**config.mk**
```make
export PLATFORM = sky130hd
export DESIGN_NAME = c2s_cordic_cell
export DESIGN_NICKNAME = d
export VERILOG_FILES = /design/src/c2s_pkg.sv /design/src/c2s_cordic_cell.sv
export SDC_FILE = /design/constraint.sdc
export NUM_CORES = 1
export LEC_CHECK = 0
export BUFFER_PORTS_ARGS = -buffer_cell sky130_fd_sc_hd__buf_2
export CORE_ASPECT_RATIO = 1.4
export CORE_MARGIN = 1
export CORE_UTILIZATION = 40
export CTS_BUF_LIST = sky130_fd_sc_hd__clkbuf_8
export DETAILED_ROUTE_END_ITERATION = 8
export PLACE_DENSITY = 0.69
export SYNTH_ARGS = -nofsm -noshare
export SYNTH_HDL_FRONTEND = slang
export SYNTH_SLANG_ARGS = --single-unit
```
**constraint.sdc**
```tcl
create_clock -name i_clk -period 5.5 [get_ports i_clk]
set_input_delay 0.55 -clock i_clk [delete_from_list [all_inputs] [get_ports i_clk]]
set_output_delay 0.55 -clock i_clk [all_outputs]
set_load 0.03 [all_outputs]
```
**src/c2s_pkg.sv**
```systemverilog
// Types, constants and the arctangent table shared by the Cartesian to spherical block.
// Depends on nothing.
`timescale 1ns / 1ps
package c2s_pkg;

    localparam int SQRT_STEPS   = 32;   // one result bit per square-root cell
    localparam int CORDIC_STEPS = 20;   // one micro-rotation per CORDIC cell
    localparam int SQ_REM_W     = 35;   // partial remainder of the root
    localparam int VEC_W        = 52;   // CORDIC vector, Q16.16 coordinates scaled by 2^16
    localparam int ACC_W        = 24;   // angle accumulator, signed Q2.20
    localparam int ANG_W        = 18;   // output angle, Q2.16

    localparam logic [ANG_W-1:0]        ANG_PI_Q16  = 18'd205887;
    localparam logic signed [ACC_W-1:0] HALF_PI_Q20 = 24'sd1647099;

    typedef enum logic [1:0] {
        ANG_RUN,
        ANG_ZERO,
        ANG_PI
    } t_ang_fix;

    typedef struct packed {
        logic signed [VEC_W-1:0] vx;
        logic signed [VEC_W-1:0] vy;
        logic signed [ACC_W-1:0] acc;
    } t_cvec;

    typedef struct packed {
        logic signed [31:0] x;
        logic signed [31:0] y;
        logic signed [31:0] z;
        logic [31:0]        w;
        logic               zero;
    } t_side1;

    typedef struct packed {
        logic [31:0] rho;
        logic [31:0] r;
        logic [31:0] w;
        logic        zero;
        t_ang_fix    az_fix;
        t_ang_fix    po_fix;
    } t_side2;

    // atan(2^-i) in Q2.20
    function automatic logic signed [ACC_W-1:0] c2s_atan(input logic [4:0] idx);
        logic signed [ACC_W-1:0] v;
        unique case (idx)
            5'd0:    v = 24'sd823550;
            5'd1:    v = 24'sd486170;
            5'd2:    v = 24'sd256879;
            5'd3:    v = 24'sd130396;
            5'd4:    v = 24'sd65451;
            5'd5:    v = 24'sd32757;
            5'd6:    v = 24'sd16383;
            5'd7:    v = 24'sd8192;
            5'd8:    v = 24'sd4096;
            5'd9:    v = 24'sd2048;
            5'd10:   v = 24'sd1024;
            5'd11:   v = 24'sd512;
            5'd12:   v = 24'sd256;
            5'd13:   v = 24'sd128;
            5'd14:   v = 24'sd64;
            5'd15:   v = 24'sd32;
            5'd16:   v = 24'sd16;
            5'd17:   v = 24'sd8;
            5'd18:   v = 24'sd4;
            5'd19:   v = 24'sd2;
            default: v = '0;
        endcase
        return v;
    endfunction

    // Start vector of atan2(b, a), b >= 0; a negative a is turned by -pi/2 first.
    function automatic t_cvec c2s_prerot(input logic signed [31:0] a, input logic [31:0] b);
        t_cvec                   v;
        logic signed [VEC_W-1:0] as;
        logic signed [VEC_W-1:0] bs;
        as = {{4{a[31]}}, a, 16'b0};
        bs = {4'b0, b, 16'b0};
        if (a[31]) begin
            v.vx  = bs;
            v.vy  = -as;
            v.acc = HALF_PI_Q20;
        end else begin
            v.vx  = as;
            v.vy  = bs;
            v.acc = '0;
        end
        return v;
    endfunction

endpackage

```
**src/c2s_cordic_cell.sv**
```systemverilog
// One CORDIC vectoring micro-rotation with a fixed shift STEP.
// Depends on c2s_pkg.
`timescale 1ns / 1ps
module c2s_cordic_cell
    import c2s_pkg::*;
#(
    parameter int STEP = 0
) (
    input  logic  i_clk,
    input  logic  i_en,
    input  t_cvec i_vec,
    output t_cvec o_vec
);

    t_cvec                   r_vec, n_vec;
    logic signed [VEC_W-1:0] dx;
    logic signed [VEC_W-1:0] dy;

    always_comb begin
        dx = i_vec.vy >>> STEP;   // arithmetic shift floors
        dy = i_vec.vx >>> STEP;
        if (i_vec.vy > 0) begin
            n_vec.vx  = i_vec.vx + dx;
            n_vec.vy  = i_vec.vy - dy;
            n_vec.acc = i_vec.acc + c2s_atan(5'(STEP));
        end else begin
            n_vec.vx  = i_vec.vx - dx;
            n_vec.vy  = i_vec.vy + dy;
            n_vec.acc = i_vec.acc - c2s_atan(5'(STEP));
        end
    end

    always_ff @(posedge i_clk) begin
        if (i_en) begin
            r_vec <= n_vec;
        end
    end

    assign o_vec = r_vec;

endmodule

```
# After elaboration in Yosys (flattened, before gate mapping)
# Index checks and enable logic that the tools add are counted.
dict set report totals {
  register_bits 128
  latch_bits 0
  ramBits 0
  rom_bits 0
  input_bits 130
  out_inout_bits 128
  word_cells 10
  n_memories 0
}
dict set report classes {
  add_sub_neg 5
  n_mul 0
  div_mod_pow 0
  order_cmp 1
  eq_ne 0
  shifts 0
  muxes 1
  bitwise_logic 0
  n_reduce_logical 0
}
# operator count
set ops {}
lappend ops {{$mux 128} 1}
lappend ops {{$sub 52x52->52} 2}
lappend ops {{$add 52x52->52} 1}
lappend ops {{$gt 52x1->1 const B} 1}
lappend ops {{$add 24x21->24 const B} 1}
lappend ops {{$sub 24x21->24 const B} 1}

# Depth between registers and ports, before layout
# Gate-level depths: netlist (run 1).
dict set report depth {
  word_depth 2
  depth_mapped 18
  depth_no_buf 16
}

# Worst setup path before layout (run 1)
# OpenSTA, ideal clock, no wires.
dict set report synth_timing {
  kind {input -> register}
  from {input i_vec[65] (netlist bit)}
  to {register r_vec (netlist bit o_vec[23]) (data pin)}
  setup_ns 0.265
  t_arrival_ns 4.139
  t_required_ns 5.235
  setup_slack_ns 1.096
  stages 17
  path_buffers 3
  path_cell_list {nor4_1 nand4_1 nor2_1 a41o_1 clkbuf_1 buf_1 buf_1 ha_1 o21a_1 o21ai_0 a211oi_1 o2111ai_1 nand3_1 o2111ai_1 or2_2 a311oi_1 xnor2_1}
}
# element line
set synth_lines {}
lappend synth_lines {{from (decl)} c2s_cordic_cell.sv:11} ;# input t_cvec i_vec,
lappend synth_lines {{to (signal assigned)} c2s_cordic_cell.sv:35} ;# r_vec <= n_vec;
lappend synth_lines {{to (decl)} c2s_cordic_cell.sv:15} ;# t_cvec r_vec, n_vec;

==> summary.txt, run 1 <==
Layout
  – Post-layout util: 46.7%
  – Syn-to-layout area delta: 14.2%
  – Fin area: 0.0164 mm²
  – Layout cell share with drive strength beyond 1: ~16%
  – Register area: 0.00381 mm²
  – Area occupied by multi-input gates: 0.00964 mm²
  – NumNets Final: 2299
  – Largest register FFs: 127
  – # fillers: around 3.6k

Place
  – I/O Buffers: 257
  – Post-DP Area: 0.0160 mm²
  – Placer Congestion: 1.01
  – DPL Wire Length: 44300 µm

STA
  – Normalized max-slew margin: 10.6%
  – Setup TNS: 0 ps
  – Post-route minimum period: 4650 ps
  – Ratio of final minimum period to clock period: 84.6%
  – Worst Tran Pin Value: 1330 ps
  – Slew Viols, Final: 0
  – Hold WS: 220 ps
  – Final Setup Violations: 0
  – Hold Vio Cnt, Final: 0
  – Maximum clock rate: 215 MHz
  – RSZ-0062 raised after global routing: false

Die
  – Core area: 0.0352 mm²
  – Starting Density: 40.9%
  – Die Ht: 226 µm
  – # rows: 81
  – Die W: 162 µm
  – I/O pin count: 258
  – Die ar.: 0.0367 mm²

Routing
  – Total Wirelength: 54400 µm
  – WL/cell: approximately 22 µm
  – First-pass iteration count of the detailed router: 5
  – Vias per cell: about 6
  – Post-route DRC: 0
  – Via count: 14.6k
  – Routed Antenna Nets: 0
  – Iteration-0 DRC count of the detailed router: roughly 1.0k

Run status
  – Outcome: complete, no violations

Pwr
  – Switching share of total power: around 45%
  – Sw Pwr: 0.00184 W
  – Static Leak: 7.25 nW
  – Tot Pwr: a little over 0.004 W
  – Reg power frac: about a third
  – Clk pwr share: 19.9%
  – Total internal power: approximately 0.0022 W
  – Comb pwr share: between 40% and 50%
  – Pwr/cell area: 248 mW/mm²
  – Peak supply drop: 0.130 mV

Hold path
  – Hold crit path type: input port to register

Yosys
  – Simple-gate share of the synthesized area: 16.2%
  – Post-synthesis xor/xnor area fraction: 7.25%
  – Synthesized area: approximately 0.014 mm²
  – Synth async-reset ratio: 0%
  – Post-synth top area cell: edfxtp_1
  – Post-synthesis sequential area ratio: 26.5%
  – Area share of fa/ha/maj cells after synthesis: between 10% and 20%
  – Primary FF master, synth: edfxtp_1
  – Synthesis warning total: 0
  – Syn_area_per_cell: 8.10 µm²
  – Compound-gate portion of the synthesized area: 26.5%
  – Largest family of logic cells by synthesized area: compound AO/OA/AOI/OAI gates
  – Number of enable flip-flop cells after synthesis: 127
  – Post-synth top area share: a little over a quarter
  – Synthesized net count: between 2k and 2.5k
  – Synthesized instance count: 1776
  – Largest cells by area after synthesis: edfxtp_1 27%, ha_1 15%, a21oi_1 7.8%
  – Synth cell types: 82
  – Mux share of post-synthesis cell area: 1.33%
  – Flops & latches, synth: around 130

Clock network
  – Num CTS Buffers: 17
  – # Post-CTS Setup Buffers: 0
  – Post-cts hold buffer count: 0
  – Clock transition at the registers of the reported paths: 90 ps
  – Bufs on Longest Clock Path: 2
  – Post-CTS Resized: 0
  – H-tree depth: 4
  – CTS tree: built
  – Clock sink count: 127
  – CTS root buf: clkbuf_8

Setup path
  – Max incr delay on CP: 1110 ps
  – Critical Path End: o_vec[23]
  – Crit path top cell by count: o2111ai_1
  – Startpoint types: input port
  – Crit path DAT: roughly 4900 ps
  – Critical path endpoint category: register
  – CP Class: input port to register
  – CP max FO: 11
  – Worst setup startpoint: i_vec[37]
  – CP required: approximately 5800 ps
  – Crit path max-delay cell type: nor4_1
  – Worst path cell trace: buf_2 > nor4_1 > a41o_4 > clkinv_2 > ha_1 > nor2b_1 > o21a_1 > o21ai_0 > a211oi_1 > o2111ai_1 > nand3_1 > o2111ai_1 > or2_2 > a311oi_1 > xnor2_1

GRT
  – First-pass GRT wire length: 80100 µm
  – Total gr overflow: 0
  – GR Util All Layers: 29.1%
  – Initial antenna violation count: 2
  – Number of global-route vias before repair: between 10k and 15k
  – Maximum number of pins on one net before global-route repair: roughly 80

Job
  – Maxcap violations: 0
[per-layer routing]
| layer | track usage, % | wire, µm | up-vias |
|---|---|---|---|
| met5 | 0 | 0 | - |
| met2 | 52.6 | 27800 | 674 |
| met3 | 3.90 | 3080 | 204 |
| met1 | 30.4 | 19600 | 6874 |
| li1 | - | - | 6857 |
| met4 | 22.0 | 3940 | 0 |
[area by class of cell]
class                           count  share of cell area, %
Antenna cell                        2                 0.0305
Multi-Input combinational cell   1405                   58.7
Timing Repair Buffer              269                   8.39
Tap cell                          456                   3.47
Inverter                          171                   3.91
Clock buffer                       17                   1.42
Clock inverter                     15                  0.891
Sequential cell                   127                   23.2
[through the flow]
step | setup WS [ps] | cells
floorplan | 1100 | 1776
global placement | 477 | 2428
detailed placement | 432 | 2428
CTS | 979 | 2460
global route | 572 | 2462
finish | 849 | 2462
[cell usage in the layout (no fill, tap or decap), types with 25 or more instances in the layout]
| master | Yosys | final |
|---|---|---|
| nor2_1 | 156 | 156 |
| buf_2 | 14 | 256 |
| o21ai_0 | 117 | 117 |
| nor4_1 | 27 | 27 |
| inv_1 | 166 | 165 |
| nor3_1 | 42 | 42 |
| a31oi_1 | 25 | 25 |
| a21oi_1 | 225 | 225 |
| nand3_1 | 30 | 30 |
| o21bai_1 | 35 | 35 |
| nand2_1 | 102 | 102 |
| a21o_1 | 40 | 40 |
| ha_1 | 174 | 174 |
| xnor2_1 | 100 | 100 |
| edfxtp_1 | 127 | 127 |
| nand4_1 | 28 | 28 |
[worst max-delay path, delay by kind of cell]
family	cells	cell delay (ps)
buffers and inverters	2	320
XOR/XNOR	1	120
AO/OA/AOI/OAI	7	1820
AND/OR/NAND/NOR	4	1710
adder cells (fa/ha/maj)	1	380
[worst min path at each step]
stage	cells past startpoint	end	startpoint	slack, ps
3_3_place_gp	1	o_vec[0]	i_vec[0]	730
5_1_grt	1	o_vec[0]	i_vec[0]	200
6_report	1	o_vec[0]	i_vec[0]	220
4_1_cts	1	o_vec[0]	i_vec[0]	190
3_5_place_dp	1	o_vec[0]	i_vec[0]	730
2_1_floorplan	0	o_vec[0]	i_vec[0]	650
[synth_stat cells (28+ instances only)]
| library cell | instances |
|---|---|
| nand2_1 | 102 |
| nand3_1 | 30 |
| edfxtp_1 | 127 |
| nand4_1 | 28 |
| xnor2_1 | 100 |
| inv_1 | 166 |
| o21ai_0 | 117 |
| nor3_1 | 42 |
| nor2_1 | 156 |
| o21bai_1 | 35 |
| a21oi_1 | 225 |
| ha_1 | 174 |
| a21o_1 | 40 |
| clkbuf_1 | 41 |
[logic make-up after synthesis]
kind of cell               after synthesis
muxes                                   19
adders and majority gates              178
xor gates and xnor gates               119
DFF                                    127
AOI/OAI and AO/OA                      609
buffers and inverters                  244
and+or+nand+nor                        480
[power by group through the flow]
stage	sequential (W)	combinational, W	clock (W)
CTS	0.00134	0.00191	0.000839
detailed placement	0.00136	0.00190	0
floorplan	0.00169	0.000960	0
finish	0.00133	0.00193	0.000812
global route	0.00135	0.00206	0.000868
global placement	0.00136	0.00190	0
Note: power is estimated with default switching activity, not from simulation.
==> run 2, diff against run 1 <==
- PLACE_DENSITY: 0.69 -> 0.72
- clock period: 5.5 -> 4 ns (I/O delays scaled with it)
==> run 2 against run 1 <==
  * Worst setup slack got worse by 680 ps
  * Critical endpoint unchanged
  * Combinational power increased by 55%
  * Highest routed layer is now met5
  * Clock-buffer cell count stayed put
  * Hold slack lost 130 ps
==> summary.txt, run 2 (same netlist as run 1, synthesis figures left out) <==
Clock network
  – Clock sink count: 127 (unchanged)
  – Bufs on Longest Clock Path: 2 (unchanged)
  – CTS tree: built
  – CTS root buf: clkbuf_8
  – H-tree depth: 4 (unchanged)
  – Num CTS Buffers: 17 (unchanged)
  – Clock transition at the registers of the reported paths: 70 ps (-20 ps)

Setup path
  – Crit path DAT: 4060 ps (-850 ps)
  – CP required: 4230 ps (-1530 ps)
  – Crit path top cell by count: o2111ai_1
  – CP Class: input port to register
  – Worst path cell trace: buf_2 > nor4_2 > buf_4 > nand4_1 > nor2_1 > a41o_2 > clkinv_2 > ha_1 > nor2b_1 > o21a_1 > o21ai_0 > a211oi_2 > o2111ai_1 > nand3_1 > o2111ai_1 > or2_2 > a311oi_2 > xnor2_1
  – CP max FO: 5 (-6)
  – Startpoint types: input port
  – Max incr delay on CP: 360 ps (-750 ps)
  – Crit path max-delay cell type: a211oi_2
  – Critical path endpoint category: register
  – CP Depth: 18 (+3)
  – Worst Path Buf+Inv: 3 (+1)
  – Family with the most delay on the worst path: compound AO/OA/AOI/OAI gates

GRT
  – Number of global-route vias before repair: 15.9k (+10%)
  – Initial antenna violation count: 4 (+2)
  – First-pass GRT wire length: 85300 µm (+6.4%)
  – Maximum number of pins on one net before global-route repair: 83 (+6.4%)
  – Total gr overflow: 0 (unchanged)
  – GR Util All Layers: 30.8% (+1.7 points)

STA
  – Maximum clock rate: approximately 260 MHz
  – Setup TNS: 0 ps (unchanged)
  – Slew Viols, Final: 0 (unchanged)
  – Final Setup Violations: 0 (unchanged)
  – Ratio of final minimum period to clock period: 95.8%
  – Worst Tran Pin Value: 1000 ps (-328 ps)
  – Post-route minimum period: 3830 ps
  – PnR worst setup slack: 170 ps (-679 ps)
  – Hold Vio Cnt, Final: 0 (unchanged)
  – Normalized max-slew margin: 33.2% (+23 points)

Die
  – Core area: 0.0352 mm² (unchanged)
  – # rows: 81 (unchanged)
  – Die Ht: 226 µm (unchanged)
  – Starting Density: 40.9% (unchanged)
  – I/O pin count: 258 (unchanged)
  – Die W: 162 µm (unchanged)
  – Die ar.: 0.0367 mm² (unchanged)

Run status
  – Outcome: complete, no violations

Job
  – Maxcap violations: 0 (unchanged)

Layout
  – Commonest non-fill, non-tap cell in the layout: buf_4
  – Largest register FFs: 127 (unchanged)
  – Layout cell share with drive strength beyond 1: 25.8% (+9.5 points)
  – NumNets Final: 2554 (+11%)
  – # fillers: 3412 (-6.0%)
  – Fin cells: 2718 (+10%)
  – Most frequent cells in the layout: 265 x buf_4, 256 x buf_2, 225 x a21oi_1
  – Syn-to-layout area delta: 27.6%

Pwr
  – Pwr/cell area: 320 mW/mm² (+29%)
  – Peak supply drop: 0.180 mV (+38%)
  – Tot Pwr: 0.00587 W (+44%)
  – Static Leak: 8.51 nW (+17%)

Routing
  – Via count: 15.6k (+7.0%)
  – Iteration-0 DRC count of the detailed router: 1076 (+2.7%)
  – Vias per cell: 5.75 (-3.1%)
  – WL/cell: 21.1 µm (-4.5%)
  – Total Wirelength: 57300 µm (+5.4%)
  – First-pass iteration count of the detailed router: 7 (+2)
  – Post-route DRC: 0 (unchanged)
  – Routed Antenna Nets: 0 (unchanged)

Hold path
  – Hold crit path type: input port to register
  – Hold path cells: 1 (unchanged)

Place
  – Post-Place Cells: 2683 (+11%)
  – I/O Buffers: 257 (unchanged)
  – Placer Congestion: 1.03 (+2.2%)
  – DP Worst Slack: -570 ps (-1000 ps)
  – DPL Wire Length: 47500 µm (+7.3%)
## run 2: metrics by stage
step           utilization (%)  hold slack, ps  area, µm²
2_1_floorplan                -             499      14400
3_3_place_gp              51.1             582      18000
3_5_place_dp              51.1             584      18000
4_1_cts                   52.1            62.5      18300
5_1_grt                   52.2            79.8      18400
6_report                  52.2            88.3      18400
## run 2: final timing paths
path	endpoint	from
max	o_vec[23]	i_vec[32]
min	o_vec[0]	i_vec[0]
## run 2: cell type report
class | count | area (µm²) | share of cell area, %
diodes | 3 | 7.51 | 0.0409
inverters | 171 | 643 | 3.50
multi-input cells | 1405 | 9660 | 52.6
clock buffers | 17 | 234 | 1.27
well taps | 456 | 571 | 3.11
flip-flops and latches | 127 | 3810 | 20.8
clock inverters | 15 | 108 | 0.586
repair buffers | 524 | 3320 | 18.1
## run 2: where the power goes
part	switching, W	internal, W
Combinational	0.00190	0.00110
Clock	0.000560	0.000475
Sequential	0.0000582	0.00177
Total	0.00252	0.00334
## run 2: metal layers
metal	global-route usage [%]	vias up	routed length (µm)	part of all wire (%)
met5	0	-	13	0.023
met4	24.3	2	4630	8.1
met3	4.39	219	2840	5.0
met2	57.9	654	30000	52
met1	29.7	7383	19800	35
li1	-	7377	-	-
## run 2: repair_timing
action	CTS	global route
pin swaps	0	1
hold buffers	0	0
resized for setup	1	5
endpoints found under the setup margin	1	3
setup buffers	0	0
