--- src/c2s_pkg.sv ---
// Types, constants and the arctangent table shared by the Cartesian to spherical block.
// Depends on nothing.
`timescale 1ns / 1ps
package c2s_pkg;

    localparam int SQRT_STEPS   = 32;   // one result bit per square-root cell
    localparam int CORDIC_STEPS = 20;   // one micro-rotation per CORDIC cell
    localparam int SQ_REM_W     = 35;   // partial remainder of the root
    localparam int VEC_W        = 52;   // CORDIC vector, Q16.16 coordinates scaled by 2^16
    localparam int ACC_W        = 24;   // angle accumulator, signed Q2.20
    localparam int ANG_W        = 18;   // output angle, Q2.16

    localparam logic [ANG_W-1:0]        ANG_PI_Q16  = 18'd205887;
    localparam logic signed [ACC_W-1:0] HALF_PI_Q20 = 24'sd1647099;

    typedef enum logic [1:0] {
        ANG_RUN,
        ANG_ZERO,
        ANG_PI
    } t_ang_fix;

    typedef struct packed {
        logic signed [VEC_W-1:0] vx;
        logic signed [VEC_W-1:0] vy;
        logic signed [ACC_W-1:0] acc;
    } t_cvec;

    typedef struct packed {
        logic signed [31:0] x;
        logic signed [31:0] y;
        logic signed [31:0] z;
        logic [31:0]        w;
        logic               zero;
    } t_side1;

    typedef struct packed {
        logic [31:0] rho;
        logic [31:0] r;
        logic [31:0] w;
        logic        zero;
        t_ang_fix    az_fix;
        t_ang_fix    po_fix;
    } t_side2;

    // atan(2^-i) in Q2.20
    function automatic logic signed [ACC_W-1:0] c2s_atan(input logic [4:0] idx);
        logic signed [ACC_W-1:0] v;
        unique case (idx)
            5'd0:    v = 24'sd823550;
            5'd1:    v = 24'sd486170;
            5'd2:    v = 24'sd256879;
            5'd3:    v = 24'sd130396;
            5'd4:    v = 24'sd65451;
            5'd5:    v = 24'sd32757;
            5'd6:    v = 24'sd16383;
            5'd7:    v = 24'sd8192;
            5'd8:    v = 24'sd4096;
            5'd9:    v = 24'sd2048;
            5'd10:   v = 24'sd1024;
            5'd11:   v = 24'sd512;
            5'd12:   v = 24'sd256;
            5'd13:   v = 24'sd128;
            5'd14:   v = 24'sd64;
            5'd15:   v = 24'sd32;
            5'd16:   v = 24'sd16;
            5'd17:   v = 24'sd8;
            5'd18:   v = 24'sd4;
            5'd19:   v = 24'sd2;
            default: v = '0;
        endcase
        return v;
    endfunction

    // Start vector of atan2(b, a), b >= 0; a negative a is turned by -pi/2 first.
    function automatic t_cvec c2s_prerot(input logic signed [31:0] a, input logic [31:0] b);
        t_cvec                   v;
        logic signed [VEC_W-1:0] as;
        logic signed [VEC_W-1:0] bs;
        as = {{4{a[31]}}, a, 16'b0};
        bs = {4'b0, b, 16'b0};
        if (a[31]) begin
            v.vx  = bs;
            v.vy  = -as;
            v.acc = HALF_PI_Q20;
        end else begin
            v.vx  = as;
            v.vy  = bs;
            v.acc = '0;
        end
        return v;
    endfunction

endpackage

--- src/c2s_sqrt_cell.sv ---
// One digit of the restoring integer square root: two radicand bits in, one root bit out.
// Depends on c2s_pkg.
`timescale 1ns / 1ps
module c2s_sqrt_cell
    import c2s_pkg::*;
(
    input  logic                i_clk,
    input  logic                i_en,
    input  logic [SQ_REM_W-1:0] i_rem,
    input  logic [31:0]         i_root,
    input  logic [63:0]         i_rad,
    output logic [SQ_REM_W-1:0] o_rem,
    output logic [31:0]         o_root,
    output logic [63:0]         o_rad
);

    logic [SQ_REM_W-1:0] r_rem, n_rem;
    logic [31:0]         r_root, n_root;
    logic [63:0]         r_rad, n_rad;
    logic [SQ_REM_W-1:0] rem_s;
    logic [SQ_REM_W-1:0] trial;
    logic                ge;

    always_comb begin
        rem_s  = {i_rem[SQ_REM_W-3:0], i_rad[63:62]};
        trial  = {1'b0, i_root, 2'b01};
        ge     = (rem_s >= trial);
        n_rem  = ge ? (rem_s - trial) : rem_s;
        n_root = {i_root[30:0], ge};
        n_rad  = {i_rad[61:0], 2'b00};
    end

    always_ff @(posedge i_clk) begin
        if (i_en) begin
            r_rem  <= n_rem;
            r_root <= n_root;
            r_rad  <= n_rad;
        end
    end

    assign o_rem  = r_rem;
    assign o_root = r_root;
    assign o_rad  = r_rad;

endmodule

--- config.mk ---
export PLATFORM = sky130hd
export DESIGN_NAME = c2s_sqrt_cell
export DESIGN_NICKNAME = d
export VERILOG_FILES = /design/src/c2s_pkg.sv /design/src/c2s_sqrt_cell.sv
export SDC_FILE = /design/constraint.sdc
export NUM_CORES = 1
export LEC_CHECK = 0
export BUFFER_PORTS_ARGS = -buffer_cell sky130_fd_sc_hd__buf_4
export CORE_MARGIN = 2
export CORE_UTILIZATION = 52
export CTS_CLUSTER_DIAMETER = 200
export CTS_CLUSTER_SIZE = 25
export DETAILED_ROUTE_END_ITERATION = 6
export HOLD_SLACK_MARGIN = 0.08
export PLACE_DENSITY = 0.91
export SLEW_MARGIN = 20
export SYNTH_ARGS = -nofsm -noshare
export SYNTH_HDL_FRONTEND = slang
export SYNTH_SLANG_ARGS = --single-unit
--- constraint.sdc ---
create_clock -name i_clk -period 4.4 [get_ports i_clk]
set_input_delay 0.88 -clock i_clk [delete_from_list [all_inputs] [get_ports i_clk]]
set_output_delay 0.88 -clock i_clk [all_outputs]
set_load 0.01 [all_outputs]
======== Yosys cells after proc, flatten, opt, wreduce, memory -nomap -nowiden ========
Index checks and enable logic that the tools add are counted.
cells by class
  add/subtract/negate cells ............... 1
  magnitude comparators ................... 1
  multiplexer cells ....................... 1
operator list
  operator        number
  $ge 35x34->1    1
  $mux 35         1
  $sub 35x34->35  1
storage, ports and cells
  register bits ........................... 129
  bits of input ports ..................... 133
  output and inout port bits .............. 131

======== Longest topological paths before layout ========
Gate-level depths: netlist of run 1.
  word-level depth ........................ 2
  gate-level depth with buffers ........... 13
  mapped depth without buffers ............ 10

======== Least setup slack after synthesis of run 1 ========
No wires, ideal clock.
  path kind ............................... input to register
  start point ............................. input port i_root[5]
  end point ............................... register r_rem[28] (netlist: o_rem[28]) (data pin)
  data arrival time ....................... 2.919 ns
  data required time ...................... 4.140 ns
  slack ................................... 1.221 ns
  cell stages on the path ................. 10
  cell sequence ........................... inv_1 ha_1 a211oi_1 o21bai_1 nor4_2 o21ai_2 a211oi_1 o221ai_1 xnor2_1 mux2_2
on the way
  longest elaborated chain between the ends .. 2
  elaborated cells on any way between the ends .. 3
  classes of those cells .................. add/sub (1); order compare (1); mux (1)
RTL lines
  element                                                RTL line                                  text
  from (decl)                                            c2s_sqrt_cell.sv:10                       input logic [31:0] i_root,
  $sub 35x34->35 / $ge 35x34->1 (equally long branches)  c2s_sqrt_cell.sv:28, c2s_sqrt_cell.sv:27
  $mux 35 *                                              c2s_sqrt_cell.sv:28                       n_rem = ge ? (rem_s - trial) : rem_s;
  via n_rem[28]                                          c2s_sqrt_cell.sv:17                       logic [SQ_REM_W-1:0] r_rem, n_rem;
  to (signal assigned)                                   c2s_sqrt_cell.sv:35                       r_rem <= n_rem;
  to (decl)                                              c2s_sqrt_cell.sv:17
The timed path passes the listed nets; every way through them passes the cells marked *.
A chain may end at the register's enable or synchronous reset.

======== Final worst setup path of run 1 ========
  start point ............................. input port i_root[17]
  end point ............................... register r_rem[13] (netlist: o_rem[13]) (data pin)
on the way
  longest elaborated chain between the ends .. 2
RTL lines
  element        RTL line             text
  $ge 35x34->1   c2s_sqrt_cell.sv:27  ge = (rem_s >= trial);
  $mux 35        c2s_sqrt_cell.sv:28
  via n_rem[13]  c2s_sqrt_cell.sv:17
The timed path passes the listed nets, and every way through them passes these cells.

==> impl_metrics.json, run 1 <==
{
  "status": "complete, no violations",
  "synth_compound_gate_area_share_pct": 12.8,
  "cts_buffers": 17,
  "synth_xor_area_share_pct": 4.29,
  "die_w_um": 114,
  "critical-path-max-stage-delay_ns": 0.42,
  "grt_pass1_vias": 5423,
  "ir_drop_mv": 0.387,
  "maxCapViolations": 0,
  "ys_types": 60,
  "synthSimpleGateAreaFrac_pct": 8.29,
  "worst-path-stages": 11,
  "critPathLaunchType": "primary input",
  "grt_pass1_wl_mm": 29.8,
  "period_share_pct": 73.9,
  "yosys_warnings": 0,
  "drtAntennaViolNets": 0,
  "synthMuxAreaShare_pct": 2.49,
  "swShare_pct": 27.9,
  "period_needed_ns": 3.25,
  "synth_seq_cells": 129,
  "timing.setup.tns_ns": 0,
  "vias": 5297,
  "gr-total-overflow": 0,
  "die_h_um": 114,
  "drtIter0Drc": 462,
  "worst_pin_slew_ns": 0.824,
  "post_cts_buffers": 0,
  "synth_top_family_by_area": "compound AO/OA/AOI/OAI gates",
  "synth-edff-count": 129,
  "ys.flop_type": "edfxtp_1",
  "portBuffers": 259,
  "via_per_inst": 5.70,
  "num_antenna_cells": 0,
  "power_density_nw_per_um2": 422,
  "whs_path_depth": 1,
  "combPwrFrac_pct": 21.0,
  "worstPathArrival_ns": 3.42,
  "wl_per_cell_um": 21.5,
  "critPathTopFamily": "simple AND/OR/NAND/NOR gates",
  "critPathBufInv": 3,
  "htree_levels": 4,
  "hold_viol": 0,
  "cts_tree": "yes",
  "rsz0062_at_grt": "false",
  "placed_area_um2": 8410,
  "async_flop_share_pct": 0,
  "netlist_instances": 499,
  "path_cells": "buf_4 > inv_1 > ha_1 > and4_1 > nand2b_1 > or3_1 > a211oi_2 > o31ai_2 > o21ai_4 > buf_4 > mux2_1",
  "slowest_stage": "ha_1",
  "slew_headroom_pct": 45.0,
  "p_sw_mw": 1.06,
  "row_count": 40,
  "pwr-share-clk_pct": 38.2,
  "cp_common_cell": "buf_4",
  "finalSetupViolations": 0,
  "clockBufferDepth": 2,
  "nets": 937,
  "worst-endpoint-required_ns": 4.57,
  "intPower_mw": 2.74,
  "synthAdderAreaFrac_pct": 6.72,
  "dr.pass1.iters": 5,
  "holdCritPathClass": "primary input to register",
  "path_clk_slew_ns": 0.06,
  "wl_mm": 20.0,
  "area_delta_synth_final_pct": 42.5,
  "synth_seq_area_share_pct": 61.2,
  "gp_congestion": 0.887,
  "antenna_found_initial": 0,
  "syn_area_um2": 6330,
  "drv_slew": 0,
  "grt_use_total_pct": 30.7,
  "cp-end-kind": "register",
  "syn_area_per_cell_um2": 12.7,
  "grt_max_degree": 67,
  "path_max_fanout": 22,
  "cts_hold_buf": 0,
  "fin_area_um2": 9020,
  "cts_root_buf": "clkbuf_16",
  "dieArea_um2": 13100,
  "p_leak_nw": 3.95,
  "io_pins": 264,
  "crit_type": "primary input to register",
  "sequentialPowerShare_pct": 40.8,
  "cts-resized-gates": 0,
  "fmax_ghz": 0.308,
  "coreArea_um2": 12000,
  "drive_gt1_share_pct": 40.6,
  "start_util_pct": 52.9,
  "dpl.hpwl_mm": 14.0,
  "clkSinkCount": 129,
  "power.total_mw": 3.81,
  "post-route-drc-count": 0
}
[kinds of logic after synthesis]
family,after synthesis
flops,129
compound gates,121
simple gates,110
buf+inv,59
fa+ha+maj,34
xor+xnor,31
mux,14
other cells,1
[flip-flops by register name (all words and copies together), names as in the netlist]
| signal | cells |
|---|---|
| o_root | 32 |
| o_rem | 35 |
| o_rad | 62 |
[power groups by stage]
stage          sequential (mW)  clock [mW]  combinational [mW]
3_3_place_gp              1.56           0               0.755
5_1_grt                   1.56        1.52               0.853
2_1_floorplan             1.63           0               0.324
6_report                  1.55        1.45               0.800
3_5_place_dp              1.57           0               0.779
4_1_cts                   1.55        1.46               0.795
[metal layers]
layer	share of wire, %	wire length (um)	GRT usage [%]
met5	0	0	0
met4	4.0	792	13.6
met3	9.1	1830	10.4
met2	52	10500	53.8
met1	35	6910	33.7
[synth_stat cells, types with 2 or more instances]
| library cell | count | share of area [%] |
|---|---|---|
| nor2_1 | 45 | 2.7 |
| nand4_1 | 9 | 0.89 |
| or2_2 | 2 | 0.20 |
| buf_6 | 2 | 0.36 |
| buf_2 | 4 | 0.32 |
| a21o_1 | 8 | 0.95 |
| o31a_1 | 3 | 0.42 |
| nand2_1 | 20 | 1.2 |
| nor3_1 | 10 | 0.79 |
| mux2_2 | 6 | 1.1 |
| o21ai_2 | 2 | 0.28 |
| edfxtp_1 | 129 | 61 |
| inv_1 | 46 | 2.7 |
| a21oi_2 | 4 | 0.55 |
| xor2_1 | 10 | 1.4 |
| and4_1 | 2 | 0.28 |
| a311oi_1 | 3 | 0.42 |
| o21bai_1 | 3 | 0.36 |
| and3_1 | 5 | 0.49 |
| nor2b_1 | 4 | 0.40 |
| nor4_1 | 3 | 0.30 |
| o21a_1 | 3 | 0.36 |
| o211ai_1 | 5 | 0.59 |
| ha_1 | 34 | 6.7 |
| a21oi_1 | 46 | 3.6 |
| a31oi_1 | 3 | 0.30 |
| mux2_1 | 4 | 0.71 |
| or3_1 | 4 | 0.40 |
| o21ai_0 | 20 | 1.6 |
| nand3_1 | 2 | 0.16 |
| a211oi_1 | 3 | 0.36 |
| xnor2_1 | 21 | 2.9 |
| mux2i_1 | 3 | 0.47 |
| buf_4 | 5 | 0.59 |
[placed cells by master, fill, tap and decap left out, drive strengths merged, types with 3 or more instances in the layout]
cell type	Yosys	routed
a211oi	4	4
a21o	8	8
a21oi	50	50
a311oi	3	3
a31oi	3	3
and3	5	5
buf	11	264
clkbuf	2	17
clkinv	0	3
clkinvlp	0	3
edfxtp	129	129
ha	34	34
inv	46	53
mux2	11	11
mux2i	3	3
nand2	20	20
nand4	9	9
nor2	45	45
nor2b	4	4
nor3	10	10
nor4	4	4
o211ai	6	6
o21a	3	3
o21ai	22	22
o21bai	3	3
o31a	3	3
or3	4	4
xnor2	21	21
xor2	10	10
[layout make-up]
class	instances	area, um2
clock buffer	17	425
clock inverter	15	176
fill	750	2950
inverter	46	173
multi-input combinational	312	2200
sequential	129	3870
tap	147	184
timing repair buffer	264	1980
[per-stage QoR]
step	util (%)	cells	hold slack [ns]	setup slack, ns
after floorplan	-	500	0.979	1.22
after global routing	75.4	930	0.613	0.998
after detailed placement	70.3	898	1.06	0.747
after global placement	70.3	898	1.06	0.769
final	75.4	930	0.628	1.15
after CTS	75.4	930	0.620	1.15
[path summary, 6_finish.rpt]
kind                        from        end
worst max-delay path  i_root[17]  o_rem[13]
worst min-delay path   i_rad[57]  o_rad[59]
(Power assumes the default switching activity.)
==> run 2: changes to the inputs <==
--- a/config.mk
+++ b/config.mk
@@ -7,12 +7,12 @@
 export LEC_CHECK = 0
 export BUFFER_PORTS_ARGS = -buffer_cell sky130_fd_sc_hd__buf_4
 export CORE_MARGIN = 2
-export CORE_UTILIZATION = 52
+export CORE_UTILIZATION = 44
 export CTS_CLUSTER_DIAMETER = 200
 export CTS_CLUSTER_SIZE = 25
 export DETAILED_ROUTE_END_ITERATION = 6
 export HOLD_SLACK_MARGIN = 0.08
-export PLACE_DENSITY = 0.91
+export PLACE_DENSITY = 0.82
 export SLEW_MARGIN = 20
 export SYNTH_ARGS = -nofsm -noshare
 export SYNTH_HDL_FRONTEND = slang
==> constraint.sdc (replaced) <==
create_clock -name i_clk -period 2.9 [get_ports i_clk]
set_input_delay 0.58 -clock i_clk [delete_from_list [all_inputs] [get_ports i_clk]]
set_output_delay 0.58 -clock i_clk [all_outputs]
set_load 0.01 [all_outputs]
==> run 2 against run 1 <==
  * Utilization is 6.6 points lower
  * Worst hold slack worse by 0.29 ns
  * Wire length is 6.7% lower
  * Die area is 18% higher
  * First-iteration DRC count is 37% lower
  * Sequential power is 51% higher
==> impl_metrics.json, run 2 (synthesis gave the netlist of run 1 again) <==
{
  "cts_root_buf": "clkbuf_16",
  "drive_gt1_share_pct": 45.3,
  "path_max_fanout": 12,
  "start_util_pct": 45.2,
  "clkSinkCount": 129,
  "post-route-drc-count": 0,
  "clockBufferDepth": 2,
  "vias": 5311,
  "row_count": 43,
  "place_ws_ns": -0.277,
  "crit_end": "o_rem[18]",
  "coreArea_um2": 14000,
  "highest_layer": "met4",
  "maxCapViolations": 0,
  "fill_cells": 1007,
  "period_needed_ns": 2.75,
  "wl_per_cell_um": 18.1,
  "path_clk_slew_ns": 0.06,
  "grt_pass1_wl_mm": 27.2,
  "htree_levels": 4,
  "wl_mm": 18.7,
  "portBuffers": 259,
  "die_w_um": 124,
  "drv_slew": 0,
  "worstPathArrival_ns": 2.92,
  "startpoint": "i_rem[0]",
  "largest_reg_flops": 62,
  "drtIter0Drc": 291,
  "num_antenna_cells": 0,
  "io_pins": 264,
  "cp-end-kind": "register",
  "nets": 1006,
  "grt_max_degree": 130,
  "holdCritPathClass": "primary input to register",
  "power_density_nw_per_um2": 609,
  "critPathLaunchType": "primary input",
  "gp_congestion": 0.897,
  "wl_met3_mm": 1.56,
  "fin_area_um2": 9630,
  "drtAntennaViolNets": 0,
  "met1Wirelength_mm": 6.89,
  "cts_tree": "yes",
  "hold_viol": 0,
  "dr.pass1.iters": 5,
  "grt_pass1_vias": 5278,
  "placed_area_um2": 9010,
  "area_delta_synth_final_pct": 52.2,
  "met2WireLength_mm": 9.61,
  "via_per_inst": 5.15,
  "slew_headroom_pct": 54.6,
  "ir_drop_mv": 0.408,
  "crit_type": "primary input to register",
  "fmax_ghz": 0.363,
  "worst_slack_ns": 0.146,
  "dieArea_um2": 15400,
  "rsz0062_at_grt": "false",
  "worst_pin_slew_ns": 0.682,
  "period_share_pct": 95.0,
  "status": "complete, no violations",
  "p_leak_nw": 4.30,
  "antenna_found_initial": 0,
  "layout_commonest_cell": "buf_4",
  "most-common-layout-cells": "buf_4 (329), edfxtp_1 (129), inv_1 (46), a21oi_1 (46), nor2_1 (45)",
  "worst-endpoint-required_ns": 3.07,
  "dpl.hpwl_mm": 14.0,
  "final_util_pct": 68.8,
  "grt_use_total_pct": 23.7,
  "gr-total-overflow": 0,
  "finalSetupViolations": 0,
  "cts_buffers": 17,
  "die_h_um": 124
}
[run 2: cell count changes in the layout (fill, tap and decap cells not counted), moves of 2 or more]
cell,delta
buf_4,+65
clkinv_1,+2
inv_8,-3
buf_12,+3
[run 2: metrics by stage]
step                      power (mW)  hold WS [ns]  std cells  setup TNS, ns
after CTS                       5.89         0.320       1032              0
after global placement          3.65         0.758       1000          -6.50
after detailed placement        3.69         0.759       1000          -6.69
after global routing            6.10         0.312       1032              0
after floorplan                 2.97         0.679        500              0
final                           5.87         0.334       1032              0
[run 2: worst min-delay path by stage]
stage	start	end	slack, ns	cells past startpoint
2_1_floorplan	i_rad[8]	o_rad[10]	0.68	0
6_report	i_rad[17]	o_rad[19]	0.33	1
4_1_cts	i_rad[51]	o_rad[53]	0.32	1
5_1_grt	i_rad[12]	o_rad[14]	0.31	1
3_3_place_gp	i_rad[51]	o_rad[53]	0.76	1
3_5_place_dp	i_rad[51]	o_rad[53]	0.76	1
[run 2: repair_timing]
item                                    4_1_cts  5_1_grt
hold buffers                                  0        0
endpoints found under the setup margin        0        1
hold endpoints to repair                      0        0
gates resized for setup                       0        1
setup buffers                                 0        0
[run 2: worst max-delay path: stages]
cell,delay [ns]
buf_4,0.11
ha_1,0.30
o21a_1,0.13
o211ai_1,0.25
a311o_1,0.31
a211oi_2,0.11
buf_4,0.16
o31ai_2,0.32
o21ai_4,0.12
buf_12,0.18
buf_4,0.15
nor2_1,0.13
a21oi_1,0.06
[run 2: area by class of cell]
type                    instances  area [um2]  area share [%]
clock buffers                  17         425            4.42
clock inverters                15         181            1.88
inverters                      46         173            1.79
multi-input cells             312        2210            22.9
flip-flops and latches        129        3870            40.2
well taps                     180         225            2.34
repair buffers                333        2540            26.4
[run 2: per-layer routing]
metal	vias up	global-route usage, %
li1	2538	-
met3	42	7.92
met4	0	9.41
met5	-	0
met2	201	42.0
met1	2530	26.1
[run 2: power by group]
part           internal [mW]  switching, mW
logic                  0.685          0.638
registers               2.28         0.0587
clock network           1.36          0.840
total                   4.33           1.54
