--- src/c2s_pkg.sv ---
// Types, constants and the arctangent table shared by the Cartesian to spherical block.
// Depends on nothing.
`timescale 1ns / 1ps
package c2s_pkg;

    localparam int SQRT_STEPS   = 32;   // one result bit per square-root cell
    localparam int CORDIC_STEPS = 20;   // one micro-rotation per CORDIC cell
    localparam int SQ_REM_W     = 35;   // partial remainder of the root
    localparam int VEC_W        = 52;   // CORDIC vector, Q16.16 coordinates scaled by 2^16
    localparam int ACC_W        = 24;   // angle accumulator, signed Q2.20
    localparam int ANG_W        = 18;   // output angle, Q2.16

    localparam logic [ANG_W-1:0]        ANG_PI_Q16  = 18'd205887;
    localparam logic signed [ACC_W-1:0] HALF_PI_Q20 = 24'sd1647099;

    typedef enum logic [1:0] {
        ANG_RUN,
        ANG_ZERO,
        ANG_PI
    } t_ang_fix;

    typedef struct packed {
        logic signed [VEC_W-1:0] vx;
        logic signed [VEC_W-1:0] vy;
        logic signed [ACC_W-1:0] acc;
    } t_cvec;

    typedef struct packed {
        logic signed [31:0] x;
        logic signed [31:0] y;
        logic signed [31:0] z;
        logic [31:0]        w;
        logic               zero;
    } t_side1;

    typedef struct packed {
        logic [31:0] rho;
        logic [31:0] r;
        logic [31:0] w;
        logic        zero;
        t_ang_fix    az_fix;
        t_ang_fix    po_fix;
    } t_side2;

    // atan(2^-i) in Q2.20
    function automatic logic signed [ACC_W-1:0] c2s_atan(input logic [4:0] idx);
        logic signed [ACC_W-1:0] v;
        unique case (idx)
            5'd0:    v = 24'sd823550;
            5'd1:    v = 24'sd486170;
            5'd2:    v = 24'sd256879;
            5'd3:    v = 24'sd130396;
            5'd4:    v = 24'sd65451;
            5'd5:    v = 24'sd32757;
            5'd6:    v = 24'sd16383;
            5'd7:    v = 24'sd8192;
            5'd8:    v = 24'sd4096;
            5'd9:    v = 24'sd2048;
            5'd10:   v = 24'sd1024;
            5'd11:   v = 24'sd512;
            5'd12:   v = 24'sd256;
            5'd13:   v = 24'sd128;
            5'd14:   v = 24'sd64;
            5'd15:   v = 24'sd32;
            5'd16:   v = 24'sd16;
            5'd17:   v = 24'sd8;
            5'd18:   v = 24'sd4;
            5'd19:   v = 24'sd2;
            default: v = '0;
        endcase
        return v;
    endfunction

    // Start vector of atan2(b, a), b >= 0; a negative a is turned by -pi/2 first.
    function automatic t_cvec c2s_prerot(input logic signed [31:0] a, input logic [31:0] b);
        t_cvec                   v;
        logic signed [VEC_W-1:0] as;
        logic signed [VEC_W-1:0] bs;
        as = {{4{a[31]}}, a, 16'b0};
        bs = {4'b0, b, 16'b0};
        if (a[31]) begin
            v.vx  = bs;
            v.vy  = -as;
            v.acc = HALF_PI_Q20;
        end else begin
            v.vx  = as;
            v.vy  = bs;
            v.acc = '0;
        end
        return v;
    endfunction

endpackage

--- src/c2s_angle_end.sv ---
// Final angle stage: special cases, round Q2.20 half up to Q2.16, clamp to [0, pi].
// Depends on c2s_pkg.
`timescale 1ns / 1ps
module c2s_angle_end
    import c2s_pkg::*;
(
    input  logic                    i_clk,
    input  logic                    i_en,
    input  logic signed [ACC_W-1:0] i_acc,
    input  t_ang_fix                i_fix,
    output logic [ANG_W-1:0]        o_angle
);

    logic [ANG_W-1:0] r_angle, n_angle;
    logic [ACC_W-1:0] rnd;
    logic [ACC_W-5:0] q;

    always_comb begin
        rnd = i_acc + 24'sd8;
        q   = rnd[ACC_W-1:4];
        unique case (i_fix)
            ANG_ZERO: n_angle = '0;
            ANG_PI:   n_angle = ANG_PI_Q16;
            ANG_RUN: begin
                if (i_acc < 0) begin
                    n_angle = '0;
                end else if (q > {2'b0, ANG_PI_Q16}) begin
                    n_angle = ANG_PI_Q16;
                end else begin
                    n_angle = q[ANG_W-1:0];
                end
            end
            default:  n_angle = '0;
        endcase
    end

    always_ff @(posedge i_clk) begin
        if (i_en) begin
            r_angle <= n_angle;
        end
    end

    assign o_angle = r_angle;

endmodule
--- config.mk ---
export PLATFORM = sky130hd
export DESIGN_NAME = c2s_angle_end
export DESIGN_NICKNAME = d
export VERILOG_FILES = /design/src/c2s_pkg.sv /design/src/c2s_angle_end.sv
export SDC_FILE = /design/constraint.sdc
export NUM_CORES = 1
export LEC_CHECK = 0
export BUFFER_PORTS_ARGS = -buffer_cell sky130_fd_sc_hd__buf_2
export CAP_MARGIN = 20
export CORE_MARGIN = 1.5
export CORE_UTILIZATION = 53
export CTS_CLUSTER_DIAMETER = 50
export DETAILED_ROUTE_END_ITERATION = 6
export GPL_ROUTABILITY_DRIVEN = 0
export PLACE_DENSITY = 0.85
export REMOVE_ABC_BUFFERS = 1
export SLEW_MARGIN = 20
export SYNTH_ARGS = -nofsm -noshare
export SYNTH_HDL_FRONTEND = slang
export SYNTH_SLANG_ARGS = --single-unit
--- constraint.sdc ---
create_clock -name i_clk -period 6.2 [get_ports i_clk]
set_input_delay 1.24 -clock i_clk [delete_from_list [all_inputs] [get_ports i_clk]]
set_output_delay 1.24 -clock i_clk [all_outputs]
set_load 0.05 [all_outputs]
======== Yosys cells after proc, flatten, opt, wreduce, memory -nomap -nowiden ========
Cells that the tools add are included.
word-level totals
  register bits ........................... 18
  latch bits .............................. 0
  bits in writable memories ............... 0
  bits in read-only memories .............. 0
  output and inout bits ................... 18
  memories ................................ 0
operators by class
  $add $sub $neg .......................... 1
  multipliers ............................. 0
  div/mod/pow operators ................... 0
  magnitude comparators ................... 2
  equality and inequality tests ........... 1
  shift operators ......................... 0
  muxes and demuxes ....................... 3
  bitwise operators ....................... 0
  reduce and logical (&&, ||, !) cells .... 1
operators by type and width
  kind                   number
  $mux 18                2
  $pmux 18 s2            1
  $add 24x5->24 const B  1
  $lt 24x1->1 const B    1
  $gt 20x18->1 const B   1
  $eq 2x2->1 const B     1
  $logic_not 2->1        1

======== Depth between registers and ports, before layout ========
Gate-level depths: netlist of the first run.
  depth after elaboration ................. 5
  depth in mapped cells ................... 8

======== Worst setup path after synthesis of the first run ========
Ideal clock, no wire load.
  path type ............................... input -> register
  start ................................... input i_acc[3]
  end ..................................... register r_angle[1] (netlist: o_angle[1]) (data pin)
  data arrival time ....................... 2,937 ps
  required time ........................... 5,923 ps
  path slack .............................. 2,986 ps
  stages on the path ...................... 8
  path buffers ............................ 0
  cells stage by stage .................... ha_1 > nand4_1 > nor4_1 > mux2i_1 > mux2i_1 > or2_2 > o221ai_2 > o211ai_1
on the way
  longest elaborated chain between the ends .. 5
RTL lines
  element               line                 text
  from (decl)           c2s_angle_end.sv:9   input logic signed [ACC_W-1:0] i_acc,
  $add 24x5->24         c2s_angle_end.sv:19  rnd = i_acc + 24'sd8;
  $gt 20x18->1          c2s_angle_end.sv:27  end else if (q > {2'b0, ANG_PI_Q16}) begin
  $mux 18               c2s_angle_end.sv:27
  $mux 18 (*)           c2s_angle_end.sv:25  if (i_acc < 0) begin
  $pmux 18 s2 (*)       c2s_angle_end.sv:21  unique case (i_fix)
  named net n_angle[1]  c2s_angle_end.sv:14  logic [ANG_W-1:0] r_angle, n_angle;
  to (signal assigned)  c2s_angle_end.sv:39  r_angle <= n_angle;
  to (decl)             c2s_angle_end.sv:14
Mark *: on every way through the listed nets, which the timed path passes. The rest lies on a longest branch.
A chain may end at the register's enable or synchronous reset.

======== Final worst setup path of the first run ========
  start ................................... input i_acc[3]
  end ..................................... register r_angle[2] (netlist: o_angle[2]) (data pin)
Same word-level chain as after synthesis.

==> impl_metrics.toml, run 1 <==
[yosys]
avgSynthCellArea_sq_um = 9.79
netlist_area_sq_mm = 0.00127
ys_types = 35
yosysSeqAreaShare_pct = 42.5
ys_ff_latch = 18
yosys_warnings = 0
syn_inst = 130

[global_route]
grt_pass1_wl_um = 4280
track_usage_pct = 21.3
grt.overflow.total = 0
grt_max_degree = 19
antenna_found_initial = 0
grt_pass1_vias = 1039

[routing]
finalWirelength_um = 2580
vias = 1125
drt_iter0_drc = 21
drc_errors = 0
via_per_inst = 5.63
firstDrtPassIters = 4
wl_per_cell_um = 12.9
postRouteAntennaNets = 0

[power_and_ir_drop]
p_per_area_mw_per_mm2 = 187
p_int_uw = 192
irDropWorstVdd_v = 0.000123
pwr-share-seq_pct = 51.2
power.leakage_uw = 0.000572
clock_power_share_pct = 17.6
swShare_pct = 33.1
power_frac_comb_pct = 31.2
p_sw_uw = 94.7

[sta]
rsz0062_at_grt = "no"
hold_viol = 0
final-setup-viol-count = 0
period_share_pct = 55.9
drv_slew = 0
fmax_mhz = 288
maxSlewHeadroom_pct = 63.0
fin_tns_setup_ns = 0
fin_hold_ws_ns = 1.38
min_period_ns = 3.47
worstMarginPinSlew_ns = 0.550

[job]
cap_violations = 0

[floorplan]
initial_core_util_pct = 57.0
ioPinCount = 46
die_width_um = 52
num_rows = 17
fp.dieH_um = 52
design.core.area_sq_mm = 0.00223
dieArea_sq_mm = 0.00270

[worst_setup_path]
critPathLaunchType = "input port"
required_ns = 6.21
endpoint_kind = "flop"
path_buf_inv = 1
crit_fanout = 7
criticalPathCategory = "in -> reg"
critPathSlowestCell = "nor4_1"
cp.arrival_ns = 3.48
cpMostUsedCell = "mux2i_1"
crit_family = "simple AND/OR/NAND/NOR gates"
path_cells = "buf_2, ha_1, nand4_1, nor4_1, mux2i_1, mux2i_1, or2_2, o221ai_2, o211ai_1"
cpPeakStageDelay_ns = 0.46

[cts]
clkTransAtPathRegs_ns = 0.08
cts_root_buf = "clkbuf_4"
numCtsBuffers = 3
cts.sinks = 18
clk_path_buf_depth = 2
cts_resized = 0
hold_buffers = 0
cts_setup_buffers = 0
tritoncts = "done"
htree_num_levels = 1

[min_path]
holdCritPathClass = "in -> reg"

[final_layout]
mostFrequentLayoutCell = "buf_2"
layout_common_cells = "42 x buf_2, 20 x nor2_1, 18 x edfxtp_1"
syn_to_final_growth_pct = 20.1
n_antenna_cell = 0
fin_nets = 204
fin_util_pct = 68.4
largest_reg_flops = 18
final_layout_size_suffix_gt1_share_pct = 30.8

[placement]
portBuffers = 42
hpwl_um = 2190

[run_status]
status = "finished, final reports clean"
[cells by family after synthesis]
| kind of cell | share of synthesized area, % |
|---|---|
| muxes | 2.36 |
| and+or+nand+nor | 26.0 |
| AOI/OAI and AO/OA | 12.9 |
| buffers and inverters | 1.28 |
| xor gates and xnor gates | 13.1 |
| DFF | 42.5 |
| adders and majority gates | 1.97 |
[per-layer routing]
metal / GRT usage (%) / wire length [um] / vias up
met1: 24.7 / 1070 / 502
met4: 12.7 / 49 / 0
li1: - / - / 572
met5: 0 / 0 / -
met2: 38.2 / 1300 / 47
met3: 1.44 / 165 / 4
[power by group through the flow]
stage | registers [uW] | logic (uW) | clock network [uW]
after floorplan | 185 | 23.2 | 0
after CTS | 147 | 89.1 | 51.7
after detailed placement | 150 | 89.0 | 0
final | 147 | 89.2 | 50.4
after global routing | 148 | 95.4 | 55.5
after global placement | 149 | 86.5 | 0
[layout make-up]
cell class / instances / area [sq um]
multi-input combinational: 108 / 716
fill: 188 / 706
sequential: 18 / 541
clock buffer: 3 / 22.5
timing repair buffer: 42 / 210
inverter: 1 / 3.75
tap: 28 / 35.0
[path summary, 6_finish.rpt]
check | startpoint | cells past startpoint | to | slack (ns)
setup / recovery | i_acc[3] | 9 | o_angle[2]$_DFFE_PP_ | 2.73
hold / removal | i_acc[10] | 3 | o_angle[6]$_DFFE_PP_ | 1.38
[synthesized netlist by cell type]
cell | instances | area share [%]
nor2_1 | 20 | 5.9
edfxtp_1 | 18 | 42
xnor2_1 | 13 | 8.9
nand2_1 | 11 | 3.2
o211ai_1 | 7 | 4.1
nand3_1 | 6 | 2.4
xor2_1 | 6 | 4.1
o21ai_0 | 5 | 2.0
nand4_1 | 4 | 2.0
nor4_1 | 4 | 2.0
mux2i_1 | 3 | 2.4
nor3_1 | 3 | 1.2
or2_2 | 3 | 1.5
a31oi_1 | 2 | 0.98
and2_1 | 2 | 0.98
and3_1 | 2 | 0.98
ha_1 | 2 | 2.0
nand2b_1 | 2 | 0.98
a2111o_1 | 1 | 0.88
a211oi_1 | 1 | 0.59
a21oi_1 | 1 | 0.39
a221o_1 | 1 | 0.79
a22o_1 | 1 | 0.69
a22oi_1 | 1 | 0.59
a311oi_1 | 1 | 0.69
buf_1 | 1 | 0.29
buf_2 | 1 | 0.39
clkbuf_1 | 1 | 0.29
inv_1 | 1 | 0.29
nand3_2 | 1 | 0.79
nand3_4 | 1 | 1.4
nand4_2 | 1 | 0.98
nor3_4 | 1 | 1.3
o221ai_2 | 1 | 1.2
or3_1 | 1 | 0.49
[through the flow]
step / area (sq um) / setup slack (ns) / total power [uW] / std cells
5_1_grt: 1530 / 2.57 / 299 / 200
4_1_cts: 1530 / 2.78 / 288 / 200
2_1_floorplan: 1260 / 2.99 / 208 / 127
6_report: 1530 / 2.73 / 286 / 200
3_3_place_gp: 1510 / 2.56 / 236 / 197
3_5_place_dp: 1510 / 2.48 / 239 / 197
(Power assumes the default switching activity.)
==> inputs of run 2 (changes only) <==
--- a/config.mk
+++ b/config.mk
@@ -5,14 +5,15 @@
 export SDC_FILE = /design/constraint.sdc
 export NUM_CORES = 1
 export LEC_CHECK = 0
+export ABC_AREA = 1
 export BUFFER_PORTS_ARGS = -buffer_cell sky130_fd_sc_hd__buf_2
 export CAP_MARGIN = 20
 export CORE_MARGIN = 1.5
-export CORE_UTILIZATION = 53
+export CORE_UTILIZATION = 51
 export CTS_CLUSTER_DIAMETER = 50
 export DETAILED_ROUTE_END_ITERATION = 6
 export GPL_ROUTABILITY_DRIVEN = 0
-export PLACE_DENSITY = 0.85
+export PLACE_DENSITY = 0.79
 export REMOVE_ABC_BUFFERS = 1
 export SLEW_MARGIN = 20
 export SYNTH_ARGS = -nofsm -noshare
==> constraint.sdc (replaced) <==
create_clock -name i_clk -period 3.63 [get_ports i_clk]
set_input_delay 0.726 -clock i_clk [delete_from_list [all_inputs] [get_ports i_clk]]
set_output_delay 0.726 -clock i_clk [all_outputs]
set_load 0.05 [all_outputs]
==> impl_metrics.toml, run 2 <==
[sta]
period_share_pct = 68.2
finalWorstSetupSlack_ns = 1.15
rsz0062_at_grt = "no"
fin_hold_ws_ns = 0.838
final-setup-viol-count = 0
fin_tns_setup_ns = 0
min_period_ns = 2.48
fmax_mhz = 404
drv_slew = 0
maxSlewHeadroom_pct = 71.2
hold_viol = 0
worstMarginPinSlew_ns = 0.431

[placement]
place_ws_ns = 0.848
hpwl_um = 2420
portBuffers = 42

[routing]
routed-wl-met3_um = 171
drt_iter0_drc = 50
postRouteAntennaNets = 0
via_per_inst = 4.86
vias = 1380
met1Wirelength_um = 1270
highest_layer = "met4"
firstDrtPassIters = 6
route.met2.wl_um = 1350
drc_errors = 10
wl_per_cell_um = 10.0
finalWirelength_um = 2840

[run_status]
status = "complete, but fails checks"
violations = "DRC"

[floorplan]
ioPinCount = 46
design.core.area_sq_mm = 0.00281
die_width_um = 57.7
num_rows = 19
fp.dieH_um = 57.7
dieArea_sq_mm = 0.00333
initial_core_util_pct = 54.4

[global_route]
track_usage_pct = 17.5
grt_max_degree = 19
grt.overflow.total = 0
grt_pass1_vias = 1072
grt_pass1_wl_um = 4520
antenna_found_initial = 0

[power_and_ir_drop]
p_per_area_mw_per_mm2 = 283
power.leakage_uw = 0.000836
power_uw = 501
irDropWorstVdd_v = 0.000106

[worst_setup_path]
endpoint_kind = "flop"
critPathLaunchType = "input port"
required_ns = 3.76
crit_fanout = 11
criticalPathCategory = "in -> reg"
cp.arrival_ns = 2.61

[cts]
numCtsBuffers = 3
cts_resized = 0
cts.sinks = 18
cts_setup_buffers = 0
tritoncts = "done"
cts_root_buf = "clkbuf_4"
clk_path_buf_depth = 2
hold_buffers = 0
htree_num_levels = 1
clkTransAtPathRegs_ns = 0.09

[final_layout]
nFillCells = 279
layout_common_cells = "77 x nand2_1, 42 x buf_2, 26 x nor2_1"
mostFrequentLayoutCell = "nand2_1"
multi_input_area_sq_um = 862
final_layout_size_suffix_gt1_share_pct = 29.2
syn_to_final_growth_pct = 16.1
register_area_sq_um = 541
fin_nets = 285
n_antenna_cell = 0
fin_util_pct = 63.2
largest_reg_flops = 18

[yosys]
yosys_warnings = 0
yosys-top-cells-area = "edfxtp_1 35%, nand2_1 19%, nand3_2 8.5%"
synth_edf_count = 18
synthTopCellsByCount = "77 x nand2_1, 26 x nor2_1, 24 x inv_1"
yosysSeqAreaShare_pct = 35.4
synth_area_leader_cell = "edfxtp_1"
ys_types = 24
ys_ff_latch = 18
synth_top_area_share_pct = 35.4
avgSynthCellArea_sq_um = 7.27
async_flop_share_pct = 0
syn_inst = 210
netlist_area_sq_mm = 0.00153
synth.most_common_cell = "nand2_1"
synth_top_flop_cell = "edfxtp_1"

[min_path]
holdCritPathClass = "in -> reg"

[job]
cap_violations = 0
run 2: cell types whose count changed after synthesis, moves of 6 or more:
cell	previous run	this run
o211ai_1	7	0
nand3_2	1	13
nor2_1	20	26
nand2_1	11	77
inv_1	1	24
nor2_2	0	8
xnor2_1	13	4
run 2: area by class of cell:
cell class | count | area share [%]
multi-input cells | 164 | 48.7
well taps | 31 | 2.19
clock buffers | 3 | 1.27
repair buffers | 42 | 11.9
inverters | 26 | 5.51
flip-flops and latches | 18 | 30.5
run 2: logic make-up after synthesis:
logic type | count (synthesis) | share of synthesized area, %
compound gates | 3 | 1.89
simple gates | 152 | 48.9
flops | 18 | 35.4
fa+ha+maj | 2 | 1.64
xor+xnor | 7 | 4.02
buf+inv | 28 | 8.11
run 2: worst paths after layout:
check | startpoint | end | slack [ns] | depth (start not counted)
max | i_acc[4] | o_angle[11]$_DFFE_PP_ | 1.15 | 12
min | i_acc[11] | o_angle[7]$_DFFE_PP_ | 0.84 | 3
run 2: per-layer routing:
metal  GRT usage (%)  up-vias
li1                -      756
met1            22.7      574
met2            29.5       44
met3            1.34        6
met4            8.31        0
met5               0        -
run 2: metrics by stage:
step	area (sq um)	instances
after global placement	1750	281
after global routing	1770	284
after CTS	1770	284
after floorplan	1500	208
after detailed placement	1750	281
final	1770	284
run 2: worst max-delay path, cell delays in order:
cell	delay, ns
buf_2	0.12
ha_1	0.17
nand3_1	0.10
nor2_2	0.25
nand3_1	0.11
nand2_1	0.07
nand2_1	0.10
nand2_1	0.10
nand3_2	0.08
a21oi_4	0.39
nand3_2	0.23
nor2_1	0.15
run 2: where the power goes:
part	leakage (uW)	switching, uW	internal [uW]
clock network	0.0000138	50.4	38.4
logic	0.000649	121	42.6
registers	0.000173	2.45	246
total	0.000836	174	327
==> inputs of run 3 (changes only) <==
--- a/config.mk
+++ b/config.mk
@@ -5,11 +5,11 @@
 export SDC_FILE = /design/constraint.sdc
 export NUM_CORES = 1
 export LEC_CHECK = 0
-export ABC_AREA = 1
+export ABC_AREA = 0
 export BUFFER_PORTS_ARGS = -buffer_cell sky130_fd_sc_hd__buf_2
 export CAP_MARGIN = 20
 export CORE_MARGIN = 1.5
-export CORE_UTILIZATION = 51
+export CORE_UTILIZATION = 49
 export CTS_CLUSTER_DIAMETER = 50
 export DETAILED_ROUTE_END_ITERATION = 6
 export GPL_ROUTABILITY_DRIVEN = 0
==> constraint.sdc (replaced) <==
create_clock -name i_clk -period 2.35 [get_ports i_clk]
set_input_delay 0.47 -clock i_clk [delete_from_list [all_inputs] [get_ports i_clk]]
set_output_delay 0.47 -clock i_clk [all_outputs]
set_load 0.05 [all_outputs]
==> impl_metrics.toml, run 3 (same netlist as run 1, synthesis figures left out) <==
[final_layout]
largest_reg_flops = 18
mostFrequentLayoutCell = "buf_2"
final_area_sq_mm = 0.00186
syn_to_final_growth_pct = 46.2
fin_util_pct = 75.1
fin_nets = 238
fin_cells = 236
n_antenna_cell = 0
final_layout_size_suffix_gt1_share_pct = 46.1
layout_common_cells = "40 x buf_2, 34 x buf_4, 18 x nor2_1, 18 x edfxtp_1, 13 x xnor2_1"

[global_route]
track_usage_pct = 22.3
grt_pass1_wl_um = 4710
grt_pass1_vias = 1118
grt_max_degree = 19
grt.overflow.total = 0
antenna_found_initial = 0

[min_path]
holdCritPathClass = "in -> reg"
hold_path_end = "o_angle[14]$_DFFE_PP_"
worstHoldStart = "i_acc[18]"
holdPathStages = 3

[placement]
place_ws_ns = -0.343
placed_cells = 233
hpwl_um = 2490
placedInstanceArea_sq_mm = 0.00176
portBuffers = 42

[sta]
hold_viol = 0
fmax_mhz = 412
period_share_pct = 103
finalWorstSetupSlack_ns = -0.0748
fin_hold_ws_ns = 0.632
drv_slew = 0
final-setup-viol-count = 7
rsz0062_at_grt = "yes"
maxSlewHeadroom_pct = 75.2
min_period_ns = 2.42
worstMarginPinSlew_ns = 0.373

[power_and_ir_drop]
irDropWorstVdd_v = 0.000341
power.leakage_uw = 0.000745
p_per_area_mw_per_mm2 = 432

[routing]
finalWirelength_um = 3220
firstDrtPassIters = 4
via_per_inst = 5.49
wl_per_cell_um = 13.6
drc_errors = 0
vias = 1295
postRouteAntennaNets = 0
drt_iter0_drc = 39

[cts]
cts_root_buf = "clkbuf_4"
cts.sinks = 18
numCtsBuffers = 3
clkTransAtPathRegs_ns = 0.08
tritoncts = "done"
hold_buffers = 0
htree_num_levels = 1
clk_path_buf_depth = 2

[worst_setup_path]
endpoint_kind = "flop"
crit_fanout = 8
cp.arrival_ns = 2.55
criticalPathCategory = "in -> reg"
critPathLaunchType = "input port"
required_ns = 2.47

[run_status]
violations = "setup timing"
status = "complete, but fails checks"

[floorplan]
num_rows = 18
initial_core_util_pct = 51.4
ioPinCount = 46
fp.dieH_um = 54.0
dieArea_sq_mm = 0.00291
design.core.area_sq_mm = 0.00248
die_width_um = 54.0

[job]
cap_violations = 0
## run 3: changes by cell type in the layout (fill, tap and decap cells not counted), sizes merged, moves of 4 or more
| cell | previous run | this run |
|---|---|---|
| buf | 42 | 76 |
| o211ai | 0 | 7 |
| nand2 | 80 | 11 |
| nor4 | 0 | 4 |
| o21ai | 0 | 5 |
| nor2 | 37 | 20 |
| xnor2 | 4 | 13 |
| nand3 | 24 | 8 |
| inv | 25 | 1 |
## run 3: what timing repair did
action / in CTS / in global routing
endpoints found under the setup margin: 10 / 15
pin swaps: 2 / 10
buffers inserted: 0 / 0
gates resized for setup: 3 / 15
## run 3: per-stage QoR
| stage | setup TNS [ns] | total power [uW] |
|---|---|---|
| floorplan | -0.801 | 550 |
| global placement | -3.48 | 653 |
| detailed placement | -4.54 | 664 |
| CTS | 0 | 795 |
| global route | -1.82 | 841 |
| finish | -0.290 | 803 |
## run 3: cell type report
| type | instances | area, sq um |
|---|---|---|
| Clock buffer | 3 | 22.5 |
| Tap cell | 30 | 37.5 |
| Timing Repair Buffer | 76 | 485 |
| Sequential cell | 18 | 541 |
| Multi-Input combinational cell | 108 | 771 |
| Fill cell | 164 | 617 |
| Inverter | 1 | 3.75 |
## run 3: routing by layer
| layer | routed length, um | share of wire (%) | global-route usage (%) | vias to the layer above |
|---|---|---|---|---|
| met4 | 98 | 3.0 | 8.12 | 0 |
| met5 | 0 | 0 | 0 | - |
| met1 | 1240 | 39 | 25.8 | 587 |
| met3 | 171 | 5.3 | 1.39 | 12 |
| met2 | 1710 | 53 | 42.5 | 54 |
| li1 | - | - | - | 642 |
## run 3: worst max-delay path, stage by stage
cell      delay [ns]
buf_2           0.10
nand4_2         0.17
nor4_2          0.35
xnor2_1         0.21
nand2_1         0.13
a221o_1         0.36
a2111o_1        0.56
nor2_1          0.19
## run 3: worst max path at each step
stage | from | slack (ns) | cells past startpoint | endpoint
detailed placement | i_acc[3] | -0.34 | 10 | o_angle[6]$_DFFE_PP_
CTS | i_acc[11] | 0.0002 | 10 | o_angle[6]$_DFFE_PP_
global route | i_acc[11] | -0.20 | 8 | o_angle[7]$_DFFE_PP_
finish | i_acc[11] | -0.07 | 8 | o_angle[7]$_DFFE_PP_
global placement | i_acc[3] | -0.24 | 10 | o_angle[7]$_DFFE_PP_
floorplan | i_acc[3] | -0.09 | 8 | o_angle[1]$_DFFE_PP_
## run 3: power breakdown
part	leakage, uW	switching, uW	total [uW]	internal [uW]
combinational	0.000558	187	283	96.0
sequential	0.000174	4.65	387	382
clock	0.0000138	73.9	133	59.3
total	0.000745	266	803	537
